==> src/hdl/sprite_animation_sequencer_assert.svh <==
// assertion macros shared by the sprite animation sequencer modules
`ifndef SPRITE_ANIMATION_SEQUENCER_ASSERT_SVH
`define SPRITE_ANIMATION_SEQUENCER_ASSERT_SVH

// same-cycle implication, checked out of reset
`define SAS_ASSERT_NOW(label, ante, cons) \
    label: assert property (@(posedge i_clk) disable iff (!i_rst_n) (ante) |-> (cons)) \
        else $error("sequencer assertion failed");

// next-cycle implication, checked out of reset
`define SAS_ASSERT_NEXT(label, ante, cons) \
    label: assert property (@(posedge i_clk) disable iff (!i_rst_n) (ante) |=> (cons)) \
        else $error("sequencer assertion failed");

`endif

==> src/hdl/sas_pkg.sv <==
// types, constants and request codes of the sprite animation sequencer
package sas_pkg;

    localparam int NUM_STATES  = 16;
    localparam int NUM_TRANS   = 32;
    localparam int STATE_W     = 4;
    localparam int SLOT_W      = 5;
    localparam int FRAME_BITS  = 16;
    localparam int TIME_BITS   = 24;
    localparam int DELTA_W     = 16;
    localparam int FRAC_W      = 17;
    localparam int FRAC_SHIFT  = 16;
    localparam int COUNT_W     = FRAME_BITS + 1;
    localparam int PROD_W      = TIME_BITS + COUNT_W;
    localparam int SCAN_W      = SLOT_W + 1;

    // request codes
    localparam logic [2:0] REQ_TICK       = 3'd0;
    localparam logic [2:0] REQ_LOAD_STATE = 3'd1;
    localparam logic [2:0] REQ_LOAD_TRANS = 3'd2;
    localparam logic [2:0] REQ_SET_STATE  = 3'd3;
    localparam logic [2:0] REQ_SET_INIT   = 3'd4;
    localparam logic [2:0] REQ_PLAY       = 3'd5;
    localparam logic [2:0] REQ_STOP       = 3'd6;
    // spare code, takes no action
    localparam logic [2:0] REQ_UNUSED     = 3'd7;

    typedef struct packed {
        logic [2:0]            req_type;
        logic [SLOT_W-1:0]     slot_index;
        logic [DELTA_W-1:0]    delta_time;
        logic [FRAME_BITS-1:0] start_frame;
        logic [FRAME_BITS-1:0] end_frame;
        logic [TIME_BITS-1:0]  clip_duration;
        logic                  loop_flag;
        logic [STATE_W-1:0]    from_state;
        logic [STATE_W-1:0]    target_state;
        logic [FRAC_W-1:0]     exit_fraction;
    } t_in_word;

    typedef struct packed {
        logic [STATE_W-1:0]    current_state;
        logic                  has_state;
        logic [FRAME_BITS-1:0] frame_number;
        logic                  playing;
        logic                  entered;
        logic [TIME_BITS-1:0]  elapsed;
        logic                  accepted;
    } t_out_word;

    typedef struct packed {
        logic [FRAME_BITS-1:0] first;
        logic [FRAME_BITS-1:0] last;
        logic [TIME_BITS-1:0]  length;
        logic                  repeat_en;
    } t_clip;

    typedef struct packed {
        logic [STATE_W-1:0] src;
        logic [STATE_W-1:0] dst;
        logic [FRAC_W-1:0]  frac;
    } t_trans;

    // frame divider request and response
    typedef struct packed {
        logic                 start;
        logic [TIME_BITS-1:0] t;
        logic [COUNT_W-1:0]   count;
        logic [TIME_BITS-1:0] length;
    } t_div_req;

    typedef struct packed {
        logic               busy;
        logic [COUNT_W-1:0] quot;
    } t_div_rsp;

endpackage

==> src/hdl/sas_ram.sv <==
// generic single-write, single-read ram with registered read data
module sas_ram #(
    parameter int WIDTH = 8,
    parameter int DEPTH = 16
) (
    input  logic                     i_clk,
    input  logic                     i_wr_en,
    input  logic [$clog2(DEPTH)-1:0] i_wr_addr,
    input  logic [WIDTH-1:0]         i_wr_data,
    input  logic                     i_rd_en,
    input  logic [$clog2(DEPTH)-1:0] i_rd_addr,
    output logic [WIDTH-1:0]         o_rd_data
);

    logic [WIDTH-1:0] r_mem [DEPTH];

    // write port
    always_ff @(posedge i_clk) begin
        if (i_wr_en) begin
            r_mem[i_wr_addr] <= i_wr_data;
        end
    end

    // registered read port
    always_ff @(posedge i_clk) begin
        if (i_rd_en) begin
            o_rd_data <= r_mem[i_rd_addr];
        end
    end

endmodule

==> src/hdl/sas_div.sv <==
// frame index unit: floor(t * count / length), one quotient bit per cycle
`include "sprite_animation_sequencer_assert.svh"
module sas_div (
    input  logic              i_clk,
    input  logic              i_rst_n,
    input  sas_pkg::t_div_req i_req,
    output sas_pkg::t_div_rsp o_rsp
);

    localparam int PW = sas_pkg::PROD_W;
    localparam int TW = sas_pkg::TIME_BITS;
    localparam int CW = sas_pkg::COUNT_W;
    localparam int NW = $clog2(PW + 1);

    logic          r_busy;
    logic [NW-1:0] r_cnt;
    logic [PW-1:0] r_dvd;
    logic [TW-1:0] r_rem;
    logic [TW-1:0] r_len;
    logic [CW-1:0] r_quot;
    logic [TW:0]   trial;
    logic          q_bit;

    // restoring step
    always_comb begin
        trial = {r_rem, r_dvd[PW-1]};
        q_bit = (trial >= {1'b0, r_len});
    end

    // control
    always_ff @(posedge i_clk) begin
        if (!i_rst_n) begin
            r_busy <= 1'b0;
            r_cnt  <= '0;
        end else if (i_req.start) begin
            r_busy <= 1'b1;
            r_cnt  <= NW'(PW);
        end else if (r_busy) begin
            r_cnt  <= r_cnt - 1'b1;
            r_busy <= (r_cnt != NW'(1));
        end
    end

    // datapath, product registered before the first step
    always_ff @(posedge i_clk) begin
        if (i_req.start) begin
            r_dvd  <= PW'(i_req.t) * PW'(i_req.count);
            r_len  <= i_req.length;
            r_rem  <= '0;
            r_quot <= '0;
        end else if (r_busy) begin
            r_dvd  <= {r_dvd[PW-2:0], 1'b0};
            r_rem  <= q_bit ? TW'(trial - {1'b0, r_len}) : trial[TW-1:0];
            r_quot <= {r_quot[CW-2:0], q_bit};
        end
    end

    assign o_rsp.busy = r_busy;
    assign o_rsp.quot = r_quot;

    `SAS_ASSERT_NOW(a_no_restart, i_req.start, !r_busy)
    `SAS_ASSERT_NEXT(a_step_count, r_busy && r_cnt == NW'(1), !r_busy)
    `SAS_ASSERT_NOW(a_rem_below_len, r_busy, r_rem < r_len)

endmodule

==> src/hdl/sprite_animation_sequencer.sv <==
// sprite animation sequencer top level: clip and transition tables, tick engine
// One request word in, one result word out. Loads, set, play, stop and ticks
// taken while stopped or without a state commit their result straight from
// idle. A tick that advances time reads the active clip from its table ram,
// then runs the frame index divider (one quotient bit per cycle) while the
// transition table is scanned one slot per cycle, and commits its result once
// both are done and the result register is free; only then does it return to
// idle and take the next request, so no new request is taken during a tick.
// A new request is taken while the previous result still waits on the output,
// as long as the result register frees in that cycle or is already empty.
// Tables need no clearing after reset.
`include "sprite_animation_sequencer_assert.svh"
module sprite_animation_sequencer (
    input  logic              i_clk,
    input  logic              i_rst_n,
    input  logic              i_in_valid,
    output logic              o_in_ready,
    input  sas_pkg::t_in_word i_in_word,
    output logic              o_out_valid,
    input  logic              i_out_ready,
    output sas_pkg::t_out_word o_out_word
);

    localparam int SW = sas_pkg::STATE_W;
    localparam int FB = sas_pkg::FRAME_BITS;
    localparam int TB = sas_pkg::TIME_BITS;
    localparam int CW = sas_pkg::COUNT_W;
    localparam int PW = sas_pkg::PROD_W;
    localparam int KW = sas_pkg::SCAN_W;
    localparam int LW = sas_pkg::SLOT_W;

    typedef enum logic [1:0] {ST_IDLE, ST_CLIP, ST_RUN} t_state;

    t_state                 r_state, n_state;
    logic [SW-1:0]          r_active, n_active;
    logic                   r_active_valid, n_active_valid;
    logic [TB-1:0]          r_time, n_time;
    logic [FB-1:0]          r_frame, n_frame;
    logic                   r_run, n_run;
    logic                   r_entry, n_entry;
    logic [sas_pkg::NUM_STATES-1:0] r_clip_valid, n_clip_valid;
    logic [sas_pkg::NUM_TRANS-1:0]  r_trans_valid, n_trans_valid;
    logic                   r_out_valid, n_out_valid;
    sas_pkg::t_out_word     r_out_word, n_out_word;
    logic [sas_pkg::DELTA_W-1:0] r_dt;
    logic [TB-1:0]          r_ntime;
    sas_pkg::t_clip         r_clip;
    logic                   r_at_end;

    // scan pipeline
    logic [KW-1:0]          r_scan_addr;
    logic                   r_p1_valid;
    logic [LW-1:0]          r_p1_idx;
    logic                   r_p2_valid;
    logic [PW-1:0]          r_p2_prod;
    logic [SW-1:0]          r_p2_dst;
    logic                   r_hit;
    logic [SW-1:0]          r_hit_dst;

    logic                   in_acc, out_free, commit, scan_issue, scan_done, hit_now;
    logic                   clip_wr_en, clip_rd_en, trans_wr_en, load_clip;
    sas_pkg::t_clip         clip_wr, clip_rd;
    sas_pkg::t_trans        trans_wr, trans_rd;
    sas_pkg::t_div_req      div_req;
    sas_pkg::t_div_rsp      div_rsp;
    logic [TB:0]            sum;
    logic [TB-1:0]          sat;
    logic [CW-1:0]          count, idx;
    logic                   res_ok;

    assign out_free   = !r_out_valid || i_out_ready;
    assign o_in_ready = (r_state == ST_IDLE) && out_free;
    assign in_acc     = i_in_valid && o_in_ready;

    // table memories
    assign clip_wr.first     = i_in_word.start_frame;
    assign clip_wr.last      = i_in_word.end_frame;
    assign clip_wr.length    = i_in_word.clip_duration;
    assign clip_wr.repeat_en = i_in_word.loop_flag;
    assign trans_wr.src      = i_in_word.from_state;
    assign trans_wr.dst      = i_in_word.target_state;
    assign trans_wr.frac     = i_in_word.exit_fraction;

    sas_ram #(.WIDTH($bits(sas_pkg::t_clip)), .DEPTH(sas_pkg::NUM_STATES)) u_clip_ram (
        .i_clk     (i_clk),
        .i_wr_en   (clip_wr_en),
        .i_wr_addr (i_in_word.slot_index[SW-1:0]),
        .i_wr_data (clip_wr),
        .i_rd_en   (clip_rd_en),
        .i_rd_addr (r_active),
        .o_rd_data (clip_rd)
    );

    sas_ram #(.WIDTH($bits(sas_pkg::t_trans)), .DEPTH(sas_pkg::NUM_TRANS)) u_trans_ram (
        .i_clk     (i_clk),
        .i_wr_en   (trans_wr_en),
        .i_wr_addr (i_in_word.slot_index),
        .i_wr_data (trans_wr),
        .i_rd_en   (scan_issue),
        .i_rd_addr (r_scan_addr[LW-1:0]),
        .o_rd_data (trans_rd)
    );

    // new time from the clip just read
    always_comb begin
        sum = {1'b0, r_time} + (TB+1)'(r_dt);
        sat = sum[TB] ? '1 : sum[TB-1:0];
        if (sat >= clip_rd.length) begin
            sat = clip_rd.repeat_en ? '0 : clip_rd.length;
        end
    end

    // frame divider
    assign div_req.start  = (r_state == ST_CLIP);
    assign div_req.t      = sat;
    assign div_req.count  = CW'(clip_rd.last) - CW'(clip_rd.first) + CW'(1);
    assign div_req.length = clip_rd.length;

    sas_div u_div (
        .i_clk   (i_clk),
        .i_rst_n (i_rst_n),
        .i_req   (div_req),
        .o_rsp   (div_rsp)
    );

    // transition scan, in slot order, first hit wins
    assign scan_issue = (r_state == ST_RUN) && !r_hit &&
                        (r_scan_addr != KW'(sas_pkg::NUM_TRANS));
    assign hit_now    = r_p2_valid && !r_hit &&
                        ({1'b0, r_ntime, {sas_pkg::FRAC_SHIFT{1'b0}}} >= r_p2_prod);
    assign scan_done  = r_hit || (!scan_issue && !r_p1_valid && !r_p2_valid);

    always_ff @(posedge i_clk) begin
        if (!i_rst_n) begin
            r_scan_addr <= '0;
            r_p1_valid  <= 1'b0;
            r_p2_valid  <= 1'b0;
            r_hit       <= 1'b0;
        end else if (r_state == ST_CLIP) begin
            r_scan_addr <= '0;
            r_p1_valid  <= 1'b0;
            r_p2_valid  <= 1'b0;
            r_hit       <= 1'b0;
        end else begin
            r_scan_addr <= scan_issue ? r_scan_addr + 1'b1 : r_scan_addr;
            r_p1_valid  <= scan_issue;
            r_p1_idx    <= r_scan_addr[LW-1:0];
            r_p2_valid  <= r_p1_valid && r_trans_valid[r_p1_idx] && (trans_rd.src == r_active);
            r_p2_prod   <= PW'(trans_rd.frac) * PW'(r_clip.length);
            r_p2_dst    <= trans_rd.dst;
            if (hit_now) begin
                r_hit     <= 1'b1;
                r_hit_dst <= r_p2_dst;
            end
        end
    end

    // frame from the divider result
    always_comb begin
        count = CW'(r_clip.last) - CW'(r_clip.first) + CW'(1);
        idx   = (div_rsp.quot >= count) ? count - CW'(1) : div_rsp.quot;
    end

    // request sequencing and state update
    always_comb begin
        n_state        = r_state;
        n_active       = r_active;
        n_active_valid = r_active_valid;
        n_time         = r_time;
        n_frame        = r_frame;
        n_run          = r_run;
        n_entry        = r_entry;
        n_clip_valid   = r_clip_valid;
        n_trans_valid  = r_trans_valid;
        n_out_valid    = r_out_valid;
        n_out_word     = r_out_word;
        clip_wr_en     = 1'b0;
        trans_wr_en    = 1'b0;
        clip_rd_en     = 1'b0;
        commit         = 1'b0;
        res_ok         = 1'b1;
        load_clip      = (i_in_word.slot_index < LW'(sas_pkg::NUM_STATES)) &&
                         (i_in_word.clip_duration != '0);
        unique case (r_state)
            ST_IDLE: begin
                if (in_acc) begin
                    n_entry = 1'b0;
                    commit  = 1'b1;
                    unique case (i_in_word.req_type)
                        sas_pkg::REQ_TICK: begin
                            if (r_run && r_active_valid) begin
                                clip_rd_en = 1'b1;
                                commit     = 1'b0;
                                n_state    = ST_CLIP;
                            end
                        end
                        sas_pkg::REQ_LOAD_STATE: begin
                            res_ok = load_clip;
                            if (load_clip) begin
                                clip_wr_en = 1'b1;
                                n_clip_valid[i_in_word.slot_index[SW-1:0]] = 1'b1;
                            end
                        end
                        sas_pkg::REQ_LOAD_TRANS: begin
                            trans_wr_en = 1'b1;
                            n_trans_valid[i_in_word.slot_index] = 1'b1;
                        end
                        sas_pkg::REQ_SET_STATE, sas_pkg::REQ_SET_INIT: begin
                            res_ok = (i_in_word.slot_index < LW'(sas_pkg::NUM_STATES)) &&
                                     r_clip_valid[i_in_word.slot_index[SW-1:0]];
                            if (res_ok) begin
                                n_active       = i_in_word.slot_index[SW-1:0];
                                n_active_valid = 1'b1;
                                n_time         = '0;
                                n_frame        = '0;
                                n_entry        = 1'b1;
                            end
                        end
                        sas_pkg::REQ_PLAY: n_run = 1'b1;
                        sas_pkg::REQ_STOP: n_run = 1'b0;
                        default: ;
                    endcase
                end
            end
            ST_CLIP: begin
                n_state = ST_RUN;
            end
            ST_RUN: begin
                if (scan_done && !div_rsp.busy && out_free) begin
                    commit  = 1'b1;
                    n_state = ST_IDLE;
                    n_time  = r_ntime;
                    n_frame = (r_clip.last < r_clip.first) ? r_clip.first
                                                           : FB'(CW'(r_clip.first) + idx);
                    if (r_hit) begin
                        if (r_clip_valid[r_hit_dst]) begin
                            n_active = r_hit_dst;
                            n_time   = '0;
                            n_frame  = '0;
                            n_entry  = 1'b1;
                        end
                    end else if (r_at_end) begin
                        n_run = 1'b0;
                    end
                end
            end
            default: n_state = ST_IDLE;
        endcase

        // result register
        if (r_out_valid && i_out_ready) begin
            n_out_valid = 1'b0;
        end
        if (commit) begin
            n_out_valid                = 1'b1;
            n_out_word.current_state   = n_active;
            n_out_word.has_state       = n_active_valid;
            n_out_word.frame_number    = n_frame;
            n_out_word.playing         = n_run;
            n_out_word.entered         = n_entry;
            n_out_word.elapsed         = n_time;
            n_out_word.accepted        = res_ok;
        end
    end

    // state and registered outputs
    always_ff @(posedge i_clk) begin
        if (!i_rst_n) begin
            r_state        <= ST_IDLE;
            r_active       <= '0;
            r_active_valid <= 1'b0;
            r_time         <= '0;
            r_frame        <= '0;
            r_run          <= 1'b0;
            r_entry        <= 1'b0;
            r_clip_valid   <= '0;
            r_trans_valid  <= '0;
            r_out_valid    <= 1'b0;
        end else begin
            r_state        <= n_state;
            r_active       <= n_active;
            r_active_valid <= n_active_valid;
            r_time         <= n_time;
            r_frame        <= n_frame;
            r_run          <= n_run;
            r_entry        <= n_entry;
            r_clip_valid   <= n_clip_valid;
            r_trans_valid  <= n_trans_valid;
            r_out_valid    <= n_out_valid;
        end
        r_out_word <= n_out_word;
        if (in_acc) begin
            r_dt <= i_in_word.delta_time;
        end
        if (r_state == ST_CLIP) begin
            r_clip   <= clip_rd;
            r_ntime  <= sat;
            r_at_end <= !clip_rd.repeat_en && (sat >= clip_rd.length);
        end
    end

    assign o_out_valid = r_out_valid;
    assign o_out_word  = r_out_word;

    `SAS_ASSERT_NEXT(a_has_state_sticky, r_active_valid, r_active_valid)
    `SAS_ASSERT_NOW(a_active_loaded, r_active_valid, r_clip_valid[r_active])
    `SAS_ASSERT_NOW(a_tick_needs_run, r_state == ST_CLIP, r_run && r_active_valid)

endmodule

==> config.mk <==
export PLATFORM = sky130hd
export DESIGN_NAME = sprite_animation_sequencer
export DESIGN_NICKNAME = d
export VERILOG_FILES = /design/src/hdl/sas_pkg.sv /design/src/hdl/sas_ram.sv /design/src/hdl/sas_div.sv /design/src/hdl/sprite_animation_sequencer.sv
export VERILOG_INCLUDE_DIRS = /design/src /design/src/hdl
export SDC_FILE = /design/constraint.sdc
export NUM_CORES = 2
export LEC_CHECK = 0
export ABC_AREA = 0
export ABC_CLOCK_PERIOD_IN_PS = 13150
export BUFFER_PORTS_ARGS = -buffer_cell sky130_fd_sc_hd__buf_2
export CORE_UTILIZATION = 45
export CTS_BUF_LIST = sky130_fd_sc_hd__clkbuf_8
export DETAILED_ROUTE_END_ITERATION = 16
export SETUP_SLACK_MARGIN = 0.1
export SYNTH_ARGS = -nofsm -noshare
export SYNTH_HDL_FRONTEND = slang
export SYNTH_SLANG_ARGS = --single-unit
==> constraint.sdc <==
create_clock -name i_clk -period 13.15 [get_ports i_clk]
set_input_delay 2.63 -clock i_clk [delete_from_list [all_inputs] [get_ports i_clk]]
set_output_delay 2.63 -clock i_clk [all_outputs]
set_load 0.01 [all_outputs]
# == Word-level counts from Yosys, hierarchy flattened ==
# Memories as Yosys holds them, arrays and structs flattened. A register that Yosys moved wholly into a read port is not among the register bits.
# Cells that the tools add are included.
# classes
addsub,10
n_mul,2
div_mod_pow,0
magnitude_cmp,13
eq_ne,15
shift,0
mux,88
bitwise,4
n_reduce_logical,41
# ops
cell,n
two-way mux 24 bit,10
two-way mux 16 bit,8
two-way mux 41 bit,2
greater-or-equal comparator 24 bit,2
one-hot mux 24 bit (2 select lines),1
two-way mux 1 bit,42
greater-or-equal comparator 40 x 41 -> 1 bit,1
multiplier 17 x 24 -> 41 bit,1
multiplier 24 x 17 -> 41 bit,1
"adder 17 x 1 -> 17 bit, second input constant",2
subtractor 16 x 16 -> 17 bit,2
OR 32 bit,1
one-hot mux 16 bit (2 select lines),1
adder 24 x 16 -> 25 bit,1
greater-or-equal comparator 25 x 24 -> 1 bit,1
two-way mux 4 bit,6
nonzero test 24 bit,1
subtractor 24 bit,1
logical AND 1 bit,19
greater-or-equal comparator 17 bit,1
adder 16 bit,1
less-than comparator 16 bit,1
OR 16 bit,1
"subtractor 16 x 1 -> 16 bit, second input constant",1
36 further kinds,65
# word_totals
reg_bits,395
latch_bits,0
ramBits,1712
rom_bits,0
out_inout_bits,50
memories,2
# memory_table
memory,depth,word_bits,rd,rd_clocked_by_memory_dff,wr,line_no,source
u_clip_ram.r_mem,16,57,1,1,1,sas_ram.sv:15,logic [WIDTH-1:0] r_mem [DEPTH];
u_trans_ram.r_mem,32,25,1,1,1,sas_ram.sv:15,

# == Depth between registers and ports, before layout ==
# logic_depth
word_depth,12
ltp_mapped,50
mapped_depth_nobuf,48

# == Hierarchy ==
# Synthesis repeated with hierarchy kept, for this count alone.
# unflattened
hier_cells,8502
hier_area_um2,117303.8
# by_module_without_submodules
mod,instances,cells_per_inst,area_each_um2,seq_area_each_um2
sas_ram at u_clip_ram,1,1470,35824.4,29097.9
sas_ram at u_trans_ram,1,1778,32077.0,24773.8
sprite_animation_sequencer,1,3175,30498.0,8117.8
sas_div,1,2079,18904.4,2912.8

# == Least setup slack after synthesis ==
# Ideal clock, no wire load.
# synth_timing
path_type,reg-to-reg
from,register r_dt[0] (netlist name)
to,register u_div.r_dvd[33] (data pin)
arrival_ns,10.676
path_slack_ns,2.210
path_stages_with_launch,48
n_path_buf,3
cell_sequence,edfxtp_1 > ha_1 > fa_1 > a21oi_1 > o21bai_2 > a211oi_1 > o31a_1 > o31ai_4 > a41oi_4 > nor2_4 > buf_4 > nor2_1 > inv_1 > ha_1 > nand4_1 > nor4_1 > a211oi_1 > o21bai_1 > [... 12 more ...] > inv_1 > fa_1 > fa_1 > inv_1 > fa_1 > inv_1 > ha_1 > a21o_1 > a21o_1 > a21o_1 > a2111oi_0 > a21oi_1 > o41a_1 > nor2_1 > o31ai_1 > a221oi_1 > xor2_1 > o21ai_1
# synth_lines
element,line_no,source
from (decl),sprite_animation_sequencer.sv:45,logic [sas_pkg::DELTA_W-1:0] r_dt;
from (signal assigned),sprite_animation_sequencer.sv:293,r_dt <= i_in_word.delta_time;
to (signal assigned),sas_div.sv:47,r_dvd <= PW'(i_req.t) * PW'(i_req.count);
to (signal assigned),sas_div.sv:52,"r_dvd <= {r_dvd[PW-2:0], 1'b0};"
to (decl),sas_div.sv:17,logic [PW-1:0] r_dvd;

# == Worst setup path in the final report ==
# layout_timing
from,register r_dt[0] (netlist name)
to,register u_div.r_dvd[33] (data pin)
# layout_via
elab_chain_cells,6
# layout_rtl
element,line_no,source
adder 24 x 16 -> 25 bit *,sprite_animation_sequencer.sv:106,"sum = {1'b0, r_time} + (TB+1)'(r_dt);"
two-way mux 24 bit *,sprite_animation_sequencer.sv:107,sat = sum[TB] ? '1 : sum[TB-1:0];
greater-or-equal comparator 24 bit,sprite_animation_sequencer.sv:108,if (sat >= clip_rd.length) begin
two-way mux 24 bit *,sprite_animation_sequencer.sv:108,
multiplier 24 x 17 -> 41 bit *,sas_div.sv:47,
two-way mux 41 bit *,sas_div.sv:46,if (i_req.start) begin
# Mark *: on every way between the ends. The rest lies on a longest branch, timed or not.
# A chain may end at the register's enable or synchronous reset.

==> key figures <==
Setup path
  • Worst EP required: 13880 ps
  • Crit start category: register
  • Slowest Stage Delay on Critical Path: 560 ps
  • Crit Path Class: register to register
  • Worst setup EP type: register
  • Crit Path Max Fanout: 24
  • R2R setup slack: 780 ps
  • WP data arrival: 13100 ps
  • Critical Path Most Common Cell: fa_1
  • Slowest CP cell: fa_1

STA
  • Fmax: 80.8 MHz
  • Fin crit share: 0.941
  • Worst hold margin: 429 ps
  • Slew headroom: 0.198
  • Slew @ Worst Pin: 1200 ps
  • Slack of the critical path: 775 ps
  • Tmin final: 12370 ps
  • Clock skew: 130 ps
  • Endpoints failing setup: 0
  • Max-slew violations: 0
  • RSZ-0062 raised after global routing: false
  • Fin. Hold Viols: 0
  • Setup TNS: 0 ps

Logic synthesis
  • Compound-cell area share of the yosys netlist: 0.0390
  • Synthesized cell area: 0.115 mm²
  • Yosys warns: 0
  • Post-synth EDFFs: 2034
  • Largest family of logic cells by synthesized area: adder cells
  • Syn_area_per_cell: 15.1 µm²
  • XOR/XNOR Fraction of Synth Area: 0.0140
  • Synth Register Bits: 2189
  • Sequential area share after synthesis: 0.560
  • Post-synthesis simple-gate area fraction: 0.0586
  • Synth top area share: 0.533
  • FFs w/ async S/R, synth: 0
  • Synth top area cells: edfxtp_1 (53%), fa_1 (12%), mux4_2 (11%)
  • Synth cell types: 100
  • Fraction of the mapped netlist area in adder cells: 0.165
  • Synth Flop Type: edfxtp_1
  • Post-synth net total: 8815
  • Dominant cell type by area after synthesis: edfxtp_1
  • Post-Synthesis Cells: 7592
  • Multiplexer share of the synthesized area: 0.120

Pwr
  • Clock power share: 0.367
  • Sw Pwr: 3.91 mW
  • Power Density: 120 mW/mm²
  • Internal Power: 11.3 mW
  • Reg power frac: 0.503
  • Switch share: 0.257
  • VDD IR-drop max: 0.000164 V
  • Leak Pwr: 47.5 nW
  • Power Total: 15.2 mW
  • Combinational Power Share: 0.131

Clocking
  • Clock Path Buffers: 4
  • Clock Tree Root: clkbuf_8
  • Num CTS Buffers: 371
  • CTS clk-pin slew, worst paths: 60 ps
  • H-tree lvl count: 5
  • CTS tree: done
  • Clock latency on the worst-skew pair: 1120 ps
  • CTS Hold Bufs: 0
  • Sink Count: 2189

Outcome
  • Run status: finished clean

Die
  • FP Rows: 184
  • Starting Density: 0.454
  • Die Footprint: 0.257 mm²
  • Height of the die: 507 µm
  • Core Box Area: 0.252 mm²
  • Io pins: 160
  • Chip width: 507 µm

Place
  • Hpwl dp: 186000 µm
  • Inst Count DP: 10900
  • DP Area: 0.120 mm²
  • Dpl ws: 873 ps
  • GPL Wtd Cong: 0.890
  • PortBufs: 159

GRT
  • First-pass GRT wire length: 438000 µm
  • Antenna violations before repair: 53
  • Gr ovfl total: 0
  • Total GRT Usage: 0.232
  • Pin count of the biggest net entering global routing: 115
  • Vias in the first global route: 67800

Route
  • Final wirelength: 294000 µm
  • Vias: 64600
  • DR pass1 iterations: 8
  • Routed wire length per instance: 25.3 µm
  • Starting DRT DRC Count: 5475
  • Routed Antenna Nets: 0
  • Vias per inst: 5.57
  • DRC: 0

Final layout
  • Final net count: 9195
  • Area overhead of the layout relative to synthesis: 10.6%
  • Final Instance Count excl. Fillers: 11600
  • Util after Layout: 0.502
  • Design Area, Final: 0.127 mm²
  • Share of cells above drive strength 1: 0.183

Hold path
  • Worst hold path type: register to register

Run
  • Max cap viols: 0
[worst max-delay path, delay by kind of cell, from the launching register on]
family	cells	cell delay, ps
AND/OR/NAND/NOR	4	710
buffers and inverters	8	900
AO/OA/AOI/OAI	24	5100
multiplexers	1	440
flip-flops	1	360
XOR/XNOR	1	190
adder cells (fa/ha/maj)	10	4360
[power groups by stage]
| stage | Combinational, mW | Sequential [mW] | Clock, mW |
|---|---|---|---|
| final | 1.99 | 7.65 | 5.58 |
| after global placement | 1.97 | 7.79 | 0 |
| after CTS | 2.00 | 7.65 | 5.72 |
| after global routing | 2.27 | 7.65 | 6.00 |
| after detailed placement | 1.99 | 7.79 | 0 |
| after floorplan | 1.44 | 7.79 | 0 |
[cells in the final DEF, fill, tap and decap left out, types with 14 or more instances in the layout]
cell type / Yosys / final
a21o_1: 90 / 90
a21oi_1: 172 / 172
a22o_1: 26 / 26
a31oi_1: 14 / 14
and2_1: 225 / 225
buf_2: 18 / 158
buf_4: 7 / 158
clkbuf_8: 0 / 386
clkinv_1: 1 / 72
clkinv_2: 0 / 34
dfxtp_1: 155 / 145
diode_2: 0 / 16
edfxtp_1: 2034 / 2034
fa_1: 670 / 670
ha_1: 443 / 443
inv_1: 985 / 1099
inv_2: 13 / 15
mux2_2: 41 / 41
mux2i_1: 47 / 47
mux4_2: 554 / 554
nand2_1: 719 / 719
nand2b_1: 48 / 47
nand3_1: 45 / 45
nand4_1: 25 / 25
nor2_1: 271 / 230
nor2_4: 1 / 42
nor2b_1: 16 / 16
nor3_1: 35 / 26
nor4_1: 18 / 18
o211ai_1: 17 / 17
o21a_1: 65 / 64
o21ai_0: 119 / 119
o21ai_1: 30 / 30
o21bai_1: 25 / 25
or3_1: 15 / 15
xnor2_1: 110 / 102
xor2_1: 66 / 63
[layer usage]
layer | part of all wire | track usage | vias to the layer above
met5 | 0.00069 | 0 | -
met3 | 0.065 | 0.0399 | 557
met4 | 0.030 | 0.0720 | 34
met1 | 0.42 | 0.318 | 33800
met2 | 0.48 | 0.378 | 2190
li1 | - | - | 28000
[cell families (layout without fill, tap and decap cells)]
logic type | after synthesis | count (layout)
simple gates | 1470 | 1470
mux | 658 | 658
other cells | 0 | 16
fa+ha+maj | 1113 | 1113
flops | 2189 | 2189
compound gates | 673 | 673
buf+inv | 1309 | 1950
xor+xnor | 180 | 180
[cell usage after synthesis (10+ instances only)]
library cell / number
a21o_1: 90
a21oi_1: 172
a22o_1: 26
a31oi_1: 14
and2_1: 225
and3_1: 13
buf_1: 37
buf_2: 18
clkbuf_1: 246
dfxtp_1: 155
edfxtp_1: 2034
fa_1: 670
ha_1: 443
inv_1: 985
inv_2: 13
mux2_2: 41
mux2i_1: 47
mux2i_4: 10
mux4_2: 554
nand2_1: 719
nand2b_1: 48
nand3_1: 45
nand3b_1: 12
nand4_1: 25
nor2_1: 271
nor2b_1: 16
nor3_1: 35
nor4_1: 18
o211ai_1: 17
o21a_1: 65
o21ai_0: 119
o21ai_1: 30
o21bai_1: 25
o31ai_1: 12
or3_1: 15
xnor2_1: 110
xor2_1: 66
[flip-flops by register name, summed over array words and instances, names as in the netlist, 16 cells and up]
signal                 count
u_clip_ram.r_mem         912
o_out_word                48
u_div.r_dvd               41
r_dt                      16
r_clip_valid              16
u_div.r_rem               24
u_trans_ram.r_mem        800
r_p2_prod                 41
r_clip                    56
u_clip_ram.o_rd_data      57
u_trans_ram.o_rd_data     25
r_frame                   16
r_ntime                   24
r_time                    24
r_trans_valid             32
u_div.r_quot              17
[path summary, 6_finish.rpt]
check	end	cells after the start	from
worst max register to register	u_div.r_dvd[33]$_DFFE_PP_	48	r_dt[0]$_DFFE_PP_
worst max-delay path	u_div.r_dvd[33]$_DFFE_PP_	48	r_dt[0]$_DFFE_PP_
worst min-delay path	r_hit_dst[3]$_DFFE_PP_	0	r_p2_dst[3]$_DFFE_PP_
worst min register to register	r_hit_dst[3]$_DFFE_PP_	0	r_p2_dst[3]$_DFFE_PP_
[what timing repair did]
item | 4_1_cts | 5_1_grt
gates resized for setup | 0 | 2
buffers inserted | 0 | 0
setup endpoints to repair | 0 | 2
[layout make-up]
| type | count | area (µm²) |
|---|---|---|
| Clock inverter | 248 | 1300 |
| Clock buffer | 386 | 5310 |
| Tap cell | 3348 | 4190 |
| Multi-Input combinational cell | 4094 | 45900 |
| Sequential cell | 2189 | 64200 |
| Timing Repair Buffer | 317 | 2000 |
| Inverter | 999 | 3750 |
| Fill cell | 21300 | 126000 |
| Antenna cell | 16 | 40.0 |
Note: power is estimated with default switching activity, not from simulation.
